===== src/hw/rtl/xmleu_pkg.sv =====
`default_nettype none

package xmleu_pkg;

  localparam int HoldDepth = 7;
  localparam int EmitMax   = 8;
  localparam int NumEnt    = 5;
  localparam int NameMax   = 5;
  localparam int NumW      = 17;

  localparam logic [7:0] ChAmp    = 8'h26;
  localparam logic [7:0] ChHash   = 8'h23;
  localparam logic [7:0] ChLowerX = 8'h78;
  localparam logic [7:0] ChSemi   = 8'h3b;

  // entity names without the leading ampersand, semicolon included
  localparam logic [7:0] EntName [NumEnt][NameMax] = '{
    '{8'h6c, 8'h74, 8'h3b, 8'h00, 8'h00},
    '{8'h67, 8'h74, 8'h3b, 8'h00, 8'h00},
    '{8'h61, 8'h6d, 8'h70, 8'h3b, 8'h00},
    '{8'h61, 8'h70, 8'h6f, 8'h73, 8'h3b},
    '{8'h71, 8'h75, 8'h6f, 8'h74, 8'h3b}
  };
  localparam logic [2:0] EntLen  [NumEnt] = '{3'd3, 3'd3, 3'd4, 3'd5, 3'd5};
  localparam logic [7:0] EntChar [NumEnt] = '{8'h3c, 8'h3e, 8'h26, 8'h27, 8'h22};

  typedef enum logic [2:0] {
    PH_IDLE,
    PH_AMP,
    PH_NAME,
    PH_HASH,
    PH_DEC,
    PH_HEXMARK,
    PH_HEX
  } phase_e;

  typedef enum logic [2:0] {
    ACT_HOLD,
    ACT_MISS,
    ACT_CHAR,
    ACT_NUM,
    ACT_BIG
  } act_e;

  typedef struct packed {
    logic [7:0] text_byte;
    logic       stream_last;
  } xmleu_in_t;

  typedef struct packed {
    logic [7:0] out_byte;
    logic       byte_present;
    logic       run_end;
    logic       text_end;
  } xmleu_out_t;

  typedef struct packed {
    logic [EmitMax-1:0][7:0] bytes;
    logic [3:0]              count;
  } xmleu_emit_t;

  // {valid, value}
  function automatic logic [4:0] hex_val(input logic [7:0] c);
    logic [4:0] r;
    r = 5'd0;
    if (c >= 8'h30 && c <= 8'h39) begin
      r = {1'b1, c[3:0]};
    end else if (c >= 8'h61 && c <= 8'h66) begin
      r = {1'b1, 4'(c - 8'h57)};
    end else if (c >= 8'h41 && c <= 8'h46) begin
      r = {1'b1, 4'(c - 8'h37)};
    end
    return r;
  endfunction

endpackage

`default_nettype wire


===== src/hw/rtl/xml_entity_unescape.sv =====
`default_nettype none

// channel   direction  handshake                 word
// in        input      in_valid_i / in_stall_o   text_byte, stream_last
// out       output     out_valid_o / out_stall_i out_byte, byte_present, run_end, text_end
//
// a byte enters an input register, is decoded against the open match and its words land
// in an eight-word output buffer that drains one word per cycle while out_stall_i is low
// a byte that yields at most one word sustains one byte per cycle unless out_stall_i is set;
// a byte that yields more holds the output buffer until all drain, the port being the limit
// bytes that yield no word pass the decoder even while the buffer drains
// reset clears the match state and both valid flags; no clearing pass is needed

module xml_entity_unescape #(
  parameter int MAX_DEC_DIGITS = 5,
  parameter int MAX_HEX_DIGITS = 4
) (
  input  wire                     clk_i,
  input  wire                     rst_ni,
  input  wire                     in_valid_i,
  output logic                    in_stall_o,
  input  xmleu_pkg::xmleu_in_t    in_data_i,
  output logic                    out_valid_o,
  input  wire                     out_stall_i,
  output xmleu_pkg::xmleu_out_t   out_data_o
);
  import xmleu_pkg::*;

  logic                    in_valid_q;
  xmleu_in_t               in_q;
  xmleu_emit_t             emit;

  logic [EmitMax-1:0][7:0] buf_q;
  logic [3:0]              cnt_q;
  logic [2:0]              idx_q;
  logic                    busy_q;
  logic                    last_q;
  logic                    present_q;

  logic                    in_acc;
  logic                    out_acc;
  logic                    run_end;
  logic                    buf_free;
  logic                    need_buf;
  logic                    adv;

  xmleu_decode #(
    .MAX_DEC_DIGITS(MAX_DEC_DIGITS),
    .MAX_HEX_DIGITS(MAX_HEX_DIGITS)
  ) u_decode (
    .clk_i (clk_i),
    .rst_ni(rst_ni),
    .step_i(adv),
    .in_i  (in_q),
    .emit_o(emit)
  );

  assign run_end  = {1'b0, idx_q} == 4'(cnt_q - 4'd1);
  assign out_acc  = busy_q && !out_stall_i;
  assign buf_free = !busy_q || (out_acc && run_end);
  assign need_buf = (emit.count != 4'd0) || in_q.stream_last;
  assign adv      = in_valid_q && (buf_free || !need_buf);

  assign in_stall_o = in_valid_q && !adv;
  assign in_acc     = in_valid_i && !in_stall_o;

  assign out_valid_o             = busy_q;
  assign out_data_o.out_byte     = present_q ? buf_q[idx_q] : 8'h00;
  assign out_data_o.byte_present = present_q;
  assign out_data_o.run_end      = run_end;
  assign out_data_o.text_end     = run_end && last_q;

  always_ff @(posedge clk_i or negedge rst_ni) begin
    if (!rst_ni) begin
      in_valid_q <= 1'b0;
      busy_q     <= 1'b0;
      cnt_q      <= 4'd0;
      idx_q      <= 3'd0;
    end else begin
      if (in_acc) begin
        in_valid_q <= 1'b1;
      end else if (adv) begin
        in_valid_q <= 1'b0;
      end
      if (adv && need_buf) begin
        busy_q <= 1'b1;
        cnt_q  <= (emit.count == 4'd0) ? 4'd1 : emit.count;
        idx_q  <= 3'd0;
      end else if (out_acc && run_end) begin
        busy_q <= 1'b0;
      end else if (out_acc) begin
        idx_q <= 3'(idx_q + 3'd1);
      end
    end
  end

  always_ff @(posedge clk_i) begin
    if (in_acc) begin
      in_q <= in_data_i;
    end
    if (adv && need_buf) begin
      buf_q     <= emit.bytes;
      last_q    <= in_q.stream_last;
      present_q <= emit.count != 4'd0;
    end
  end

endmodule

`default_nettype wire


===== src/hw/rtl/xmleu_decode.sv =====
`default_nettype none

module xmleu_decode #(
  parameter int MAX_DEC_DIGITS = 5,
  parameter int MAX_HEX_DIGITS = 4
) (
  input  wire                     clk_i,
  input  wire                     rst_ni,
  input  wire                     step_i,
  input  xmleu_pkg::xmleu_in_t    in_i,
  output xmleu_pkg::xmleu_emit_t  emit_o
);
  import xmleu_pkg::*;

  localparam int MaxDigits = (MAX_DEC_DIGITS > MAX_HEX_DIGITS) ? MAX_DEC_DIGITS : MAX_HEX_DIGITS;
  localparam int DigW      = $clog2(MaxDigits + 1);

  logic [7:0]      held_q [HoldDepth];
  logic [2:0]      hc_q, hc_d;
  phase_e          phase_q, phase_d;
  logic [NumW-1:0] num_q, num_d;
  logic [DigW-1:0] dc_q, dc_d;

  logic [7:0]      c;
  logic            last;
  logic            is_dig;
  logic [4:0]      hv;
  logic            can_hold;
  logic [2:0]      k;
  logic            name_hit;
  logic [2:0]      name_idx;
  logic            name_ok;
  logic            name_cmp;
  act_e            act;
  phase_e          hold_ph;
  logic [NumW-1:0] hold_num;
  logic [DigW-1:0] hold_dc;
  logic [7:0]      chr;
  logic [NumW-1:0] dec_next;

  logic            wr_en;
  logic [2:0]      wr_addr;

  logic            pfx;
  logic [3:0][7:0] tail;
  logic [1:0]      tn;
  logic [2:0]      pn;
  logic [2:0]      off;
  logic [15:0]     v;

  assign c        = in_i.text_byte;
  assign last     = in_i.stream_last;
  assign is_dig   = (c >= 8'h30) && (c <= 8'h39);
  assign hv       = hex_val(c);
  assign can_hold = hc_q < 3'(HoldDepth);
  assign k        = (hc_q != 3'd0) ? 3'(hc_q - 3'd1) : 3'd0;
  assign dec_next = {num_q[NumW-4:0], 3'b000} + {num_q[NumW-2:0], 1'b0}
                  + {{(NumW-4){1'b0}}, c[3:0]};
  assign v        = num_q[15:0];

  // entity name search
  always_comb begin
    name_hit = 1'b0;
    name_idx = 3'd0;
    name_ok  = 1'b0;
    name_cmp = 1'b0;
    for (int i = 0; i < NumEnt; i++) begin
      name_ok  = k < EntLen[i];
      name_cmp = 1'b0;
      for (int j = 0; j < NameMax; j++) begin
        if (3'(j) < k && held_q[j+1] != EntName[i][j]) begin
          name_ok = 1'b0;
        end
        if (3'(j) == k && EntName[i][j] == c) begin
          name_cmp = 1'b1;
        end
      end
      if (name_ok && name_cmp && !name_hit) begin
        name_hit = 1'b1;
        name_idx = 3'(i);
      end
    end
  end

  // classify the byte against the open match
  always_comb begin
    act      = ACT_MISS;
    hold_ph  = PH_IDLE;
    hold_num = num_q;
    hold_dc  = dc_q;
    chr      = 8'h00;
    unique case (phase_q)
      PH_IDLE: begin
        if (c == ChAmp) begin
          act     = ACT_HOLD;
          hold_ph = PH_AMP;
        end
      end
      PH_AMP, PH_NAME: begin
        if (phase_q == PH_AMP && c == ChHash) begin
          act     = ACT_HOLD;
          hold_ph = PH_HASH;
        end else if (name_hit) begin
          if (hc_q == EntLen[name_idx]) begin
            act = ACT_CHAR;
            chr = EntChar[name_idx];
          end else if (can_hold) begin
            act     = ACT_HOLD;
            hold_ph = PH_NAME;
          end
        end
      end
      PH_HASH: begin
        if (is_dig) begin
          act      = ACT_HOLD;
          hold_ph  = PH_DEC;
          hold_num = {{(NumW-4){1'b0}}, c[3:0]};
          hold_dc  = DigW'(1);
        end else if (c == ChLowerX) begin
          act     = ACT_HOLD;
          hold_ph = PH_HEXMARK;
        end
      end
      PH_DEC: begin
        if (is_dig && dc_q < DigW'(MAX_DEC_DIGITS) && can_hold) begin
          act      = ACT_HOLD;
          hold_ph  = PH_DEC;
          hold_num = dec_next;
          hold_dc  = DigW'(dc_q + 1'b1);
        end else if (c == ChSemi) begin
          act = num_q[NumW-1] ? ACT_BIG : ACT_NUM;
        end
      end
      PH_HEXMARK: begin
        if (hv[4] && can_hold) begin
          act      = ACT_HOLD;
          hold_ph  = PH_HEX;
          hold_num = {{(NumW-4){1'b0}}, hv[3:0]};
          hold_dc  = DigW'(1);
        end
      end
      PH_HEX: begin
        if (hv[4] && dc_q < DigW'(MAX_HEX_DIGITS) && can_hold) begin
          act      = ACT_HOLD;
          hold_ph  = PH_HEX;
          hold_num = {num_q[NumW-5:0], hv[3:0]};
          hold_dc  = DigW'(dc_q + 1'b1);
        end else if (c == ChSemi) begin
          act = ACT_NUM;
        end
      end
      default: begin
        act = ACT_MISS;
      end
    endcase
  end

  // next match state
  always_comb begin
    hc_d    = hc_q;
    phase_d = phase_q;
    num_d   = num_q;
    dc_d    = dc_q;
    wr_en   = 1'b0;
    wr_addr = hc_q;
    if (step_i) begin
      hc_d    = 3'd0;
      phase_d = PH_IDLE;
      num_d   = '0;
      dc_d    = '0;
      if (!last) begin
        unique case (act)
          ACT_HOLD: begin
            wr_en   = 1'b1;
            hc_d    = 3'(hc_q + 3'd1);
            phase_d = hold_ph;
            num_d   = hold_num;
            dc_d    = hold_dc;
          end
          ACT_MISS: begin
            if (c == ChAmp) begin
              wr_en   = 1'b1;
              wr_addr = 3'd0;
              hc_d    = 3'd1;
              phase_d = PH_AMP;
            end
          end
          ACT_CHAR, ACT_NUM, ACT_BIG: begin
            hc_d = 3'd0;
          end
          default: begin
            hc_d = 3'd0;
          end
        endcase
      end
    end
  end

  // emitted words: held prefix, then up to three tail bytes
  always_comb begin
    pfx  = 1'b0;
    tail = '0;
    tn   = 2'd0;
    unique case (act)
      ACT_HOLD: begin
        if (last) begin
          pfx     = 1'b1;
          tail[0] = c;
          tn      = 2'd1;
        end
      end
      ACT_MISS: begin
        pfx = 1'b1;
        if (c != ChAmp || last) begin
          tail[0] = c;
          tn      = 2'd1;
        end
      end
      ACT_CHAR: begin
        tail[0] = chr;
        tn      = 2'd1;
      end
      ACT_NUM: begin
        if (v == 16'd0) begin
          tn = 2'd0;
        end else if (v < 16'h0080) begin
          tail[0] = v[7:0];
          tn      = 2'd1;
        end else if (v < 16'h0800) begin
          tail[0] = {3'b110, v[10:6]};
          tail[1] = {2'b10, v[5:0]};
          tn      = 2'd2;
        end else begin
          tail[0] = {4'b1110, v[15:12]};
          tail[1] = {2'b10, v[11:6]};
          tail[2] = {2'b10, v[5:0]};
          tn      = 2'd3;
        end
      end
      ACT_BIG: begin
        pfx     = 1'b1;
        tail[0] = ChSemi;
        tn      = 2'd1;
      end
      default: begin
        pfx = 1'b0;
      end
    endcase
  end

  assign pn = pfx ? hc_q : 3'd0;

  always_comb begin
    emit_o.count = 4'({1'b0, pn} + {2'b00, tn});
    off          = 3'd0;
    for (int i = 0; i < EmitMax; i++) begin
      off             = 3'(3'(i) - pn);
      emit_o.bytes[i] = tail[off[1:0]];
    end
    for (int i = 0; i < HoldDepth; i++) begin
      if (3'(i) < pn) begin
        emit_o.bytes[i] = held_q[i];
      end
    end
  end

  always_ff @(posedge clk_i or negedge rst_ni) begin
    if (!rst_ni) begin
      hc_q    <= 3'd0;
      phase_q <= PH_IDLE;
      num_q   <= '0;
      dc_q    <= '0;
    end else begin
      hc_q    <= hc_d;
      phase_q <= phase_d;
      num_q   <= num_d;
      dc_q    <= dc_d;
    end
  end

  always_ff @(posedge clk_i) begin
    if (wr_en) begin
      held_q[wr_addr] <= c;
    end
  end

endmodule

`default_nettype wire


===== config.mk =====
export PLATFORM = sky130hd
export DESIGN_NAME = xml_entity_unescape
export DESIGN_NICKNAME = d
export VERILOG_FILES = /design/src/hw/rtl/xmleu_pkg.sv /design/src/hw/rtl/xml_entity_unescape.sv /design/src/hw/rtl/xmleu_decode.sv
export SDC_FILE = /design/constraint.sdc
export NUM_CORES = 1
export LEC_CHECK = 0
export ABC_AREA = 1
export BUFFER_PORTS_ARGS = -buffer_cell sky130_fd_sc_hd__buf_2
export CORE_ASPECT_RATIO = 1.2
export CORE_MARGIN = 8
export CORE_UTILIZATION = 65
export DETAILED_ROUTE_END_ITERATION = 8
export PLACE_DENSITY = 0.82
export SLEW_MARGIN = 20
export SYNTH_ARGS = -nofsm -noshare
export SYNTH_HDL_FRONTEND = slang
export SYNTH_SLANG_ARGS = --single-unit

===== constraint.sdc =====
create_clock -name clk_i -period 10.4 [get_ports clk_i]
set_input_delay 2.08 -clock clk_i [delete_from_list [all_inputs] [get_ports clk_i]]
set_output_delay 2.08 -clock clk_i [all_outputs]
set_load 0.05 [all_outputs]

==> summary.md <==
| Metric | Value |
|---|---|
| Status | `complete, no violations` |
| Initial core utilization | `66.3%` |
| Most common cell after layout, fill and taps aside | `nand2_1` |
| Largest net degree at the start of global routing | `67` |
| Layout cells sized above 1 | `13.5%` |
| Num CTS Buffers | `17` |
| DR iter-0 viols | `939` |
| # port buffers | `25` |
| Crit path top cell by count | `nand2_1` |
| Post-CTS setup buffers | `0` |
| Worst EP required | `approximately 8.3 ns` |
| Syn_nets | `approximately 1300` |
| CTS clk-pin slew, worst paths | `around 0.07 ns` |
| Max FO, Critical Path | `13` |
| Most frequent cells in the layout | `nand2_1 (298), nor2_1 (173), edfxtp_1 (131), inv_1 (129), o21ai_0 (82)` |
| Die extent in y | `154 um` |
| Setup violators final | `0` |
| Clock Power Share | `roughly 28%` |
| EDFF count, synth | `131` |
| I/O pins | `26` |
| Fmax | `129 MHz` |
| Slew @ Worst Pin | `approximately 1 ns` |
| Crit path time final | `7.74 ns` |
| RSZ-0062 raised after global routing | `no` |
| Seq pwr share | `38.7%` |
| Drt total wl | `28.8 mm` |
| Pint | `roughly 0.0013 W` |
| Non-filler instance count after layout | `~1500` |
| Post-synthesis cell type count | `56` |
| Dpl hpwl | `21.7 mm` |
| WHS | `around 0.52 ns` |
| Synth Area per Inst | `between 8 and 9 sq um` |
| Number of global-route vias before repair | `between 8000 and 9000` |
| Final max-slew violation count | `0` |
| Sequential share of the synthesized area | `between 40% and 50%` |
| Pwr dens | `197 nW/um^2` |
| Gr ovfl total | `0` |
| DRC Markers | `0` |
| Post-CTS Resized | `0` |
| Leakage | `about 4.8 nW` |
| H-Tree Depth | `4` |
| Gpl congestion | `about 1.0` |
| DIE AREA | `between 20000 and 25000 sq um` |
| DR WL/cell | `19.3 um` |
| Die W | `roughly 130 um` |
| Critical path arrival | `between 5 and 6 ns` |
| Cell area after layout | `11200 sq um` |
| Area Growth Syn to Fin | `7.93%` |
| Placed Area | `approximately 11000 sq um` |
| Kind of critical path | `register to output pin` |
| Nets | `roughly 1300` |
| Peak supply drop | `roughly 0.00014 V` |
| TritonRoute pass-1 iters | `6` |
| Switching Power | `approximately 0.0009 W` |
| Buf/Inv on CP | `12` |
| Period utilization | `about 74%` |
| Top delay family on crit path | `simple AND/OR/NAND/NOR gates` |
| Core Box Area | `~16000 sq um` |
| Vias per cell | `between 5 and 6` |
| Hold crit path type | `register to register` |
| Relative slew slack | `35.1%` |
| Total Neg Setup Slack | `0 ns` |
| Antenna Cells | `0` |
| Worst Skew | `0.0101 ns` |
| Synth Cell Area | `~10000 sq um` |
| Placed Cells | `between 1000 and 1500` |
| Seq cells post-synth | `166` |
| Routed Antenna Nets | `0` |
| Routed via count | `between 8000 and 9000` |
| Worst Setup Start Kind | `register` |
| Switch share | `approximately 41%` |
| Syn Inst Count | `between 1000 and 1500` |
| # clock sinks | `166` |
| Hold_buf cts | `0` |
| Yosys warns | `0` |
| First-pass GRT wire length | `approximately 45 mm` |
| Clock buffer depth | `2` |
| Initial antenna violation count | `0` |
| Max Cap Violations | `0` |
| Site Rows | `50` |
| Hold Violations, Final | `0` |
| Worst path slowest cell | `dfrtp_1` |
| Clock latency at the later pin of the worst-skew pair | `~0.43 ns` |
| CTS tree | `yes` |
| Post-synth ARST share | `21.1%` |
| Global Route Usage Sum | `between 20% and 30%` |
| Root Buffer | `clkbuf_16` |
| Crit path largest cell delay | `~0.7 ns` |
| Ys flop type | `edfxtp_1` |
| Comb pwr share | `roughly a third` |
| Crit. End Element | `output pin` |
[registers in the layout, summed over array words and instances, names as in the netlist, 3 cells and up]
name / cells
u_decode.phase_q: 3
idx_q: 3
u_decode.dc_q: 3
buf_q: 64
u_decode.held_q: 56
u_decode.num_q: 17
in_q: 9
cnt_q: 4
u_decode.hc_q: 3
[through the flow]
stage | total power (W) | setup slack, ns | util (%)
4_1_cts | 0.00220 | 2.71 | 71.6
3_3_place_gp | 0.00158 | 3.37 | 67.9
5_1_grt | 0.00230 | 2.15 | 71.6
3_5_place_dp | 0.00159 | 3.19 | 67.9
6_report | 0.00221 | 2.66 | 71.6
2_1_floorplan | 0.00137 | 3.98 | -
[cells by family (layout without fill, tap and decap cells)]
group | Yosys count | in the layout | share of synthesized area, %
AND/OR/NAND/NOR | 617 | 617 | 26.8
XOR/XNOR | 12 | 12 | 1.01
adder cells (fa/ha/maj) | 46 | 46 | 5.77
buffers and inverters | 185 | 219 | 7.46
AO/OA/AOI/OAI | 219 | 219 | 12.5
flip-flops | 166 | 166 | 46.4
[power groups by stage]
stage	Combinational, W	Clock, W	Sequential (W)
floorplan	0.000549	0	0.000822
global route	0.000796	0.000647	0.000856
CTS	0.000725	0.000621	0.000851
global placement	0.000712	0	0.000863
detailed placement	0.000720	0	0.000865
finish	0.000735	0.000617	0.000854
[synth_stat cells (all sizes together) (2+ instances only)]
| library cell | n | area [sq um] |
|---|---|---|
| nor3 | 10 | 55.1 |
| or2 | 4 | 25.0 |
| clkinv | 3 | 11.3 |
| o221ai | 2 | 17.5 |
| o22ai | 20 | 125 |
| nand3b | 3 | 35.0 |
| fa | 3 | 60.1 |
| nand4 | 8 | 65.1 |
| o211ai | 3 | 22.5 |
| ha | 43 | 538 |
| nor2 | 190 | 805 |
| o21bai | 4 | 30.0 |
| o21ai | 119 | 656 |
| xnor2 | 6 | 52.6 |
| dfrtp | 35 | 876 |
| o31ai | 2 | 15.0 |
| o2111ai | 2 | 17.5 |
| xor2 | 6 | 52.6 |
| edfxtp | 131 | 3930 |
| nor4 | 3 | 18.8 |
| inv | 154 | 583 |
| clkbuf | 13 | 48.8 |
| nand2 | 328 | 1350 |
| nand3 | 70 | 420 |
| a21oi | 47 | 262 |
| buf | 15 | 130 |
| a31oi | 13 | 81.3 |
[final timing paths]
check | to | depth (start not counted) | slack [ns] | startpoint
setup / recovery | in_stall_o | 35 | 2.66 | u_decode.hc_q[0]
hold / removal | cnt_q[3] | 2 | 0.52 | cnt_q[3]
setup reg to reg | u_decode.held_q[1][4] | 35 | 4.24 | u_decode.hc_q[0]
hold reg to reg | cnt_q[3] | 2 | 0.52 | cnt_q[3]
max in group asynchronous | idx_q[0] | 1 | 7.96 | rst_ni
min in group asynchronous | out_valid_o | 1 | 1.79 | rst_ni
[tightest hold or removal path, cell delays in order (launching register included)]
cell     delay, ns
dfrtp_1       0.37
nand2_1       0.06
o21ai_1       0.06
[area by class of cell]
type | count | area, sq um
clock buffers | 17 | 425
clock inverters | 15 | 151
fillers | 1215 | 4450
inverters | 157 | 594
multi-input cells | 894 | 4790
flip-flops and latches | 166 | 4810
well taps | 208 | 260
repair buffers | 30 | 163
[layer usage]
layer,global-route usage (%),part of all wire (%)
met5,0,0
met2,48.8,49
met3,4.80,7.1
met4,19.7,7.0
met1,32.4,37
Power figures use the tool's default switching activity.
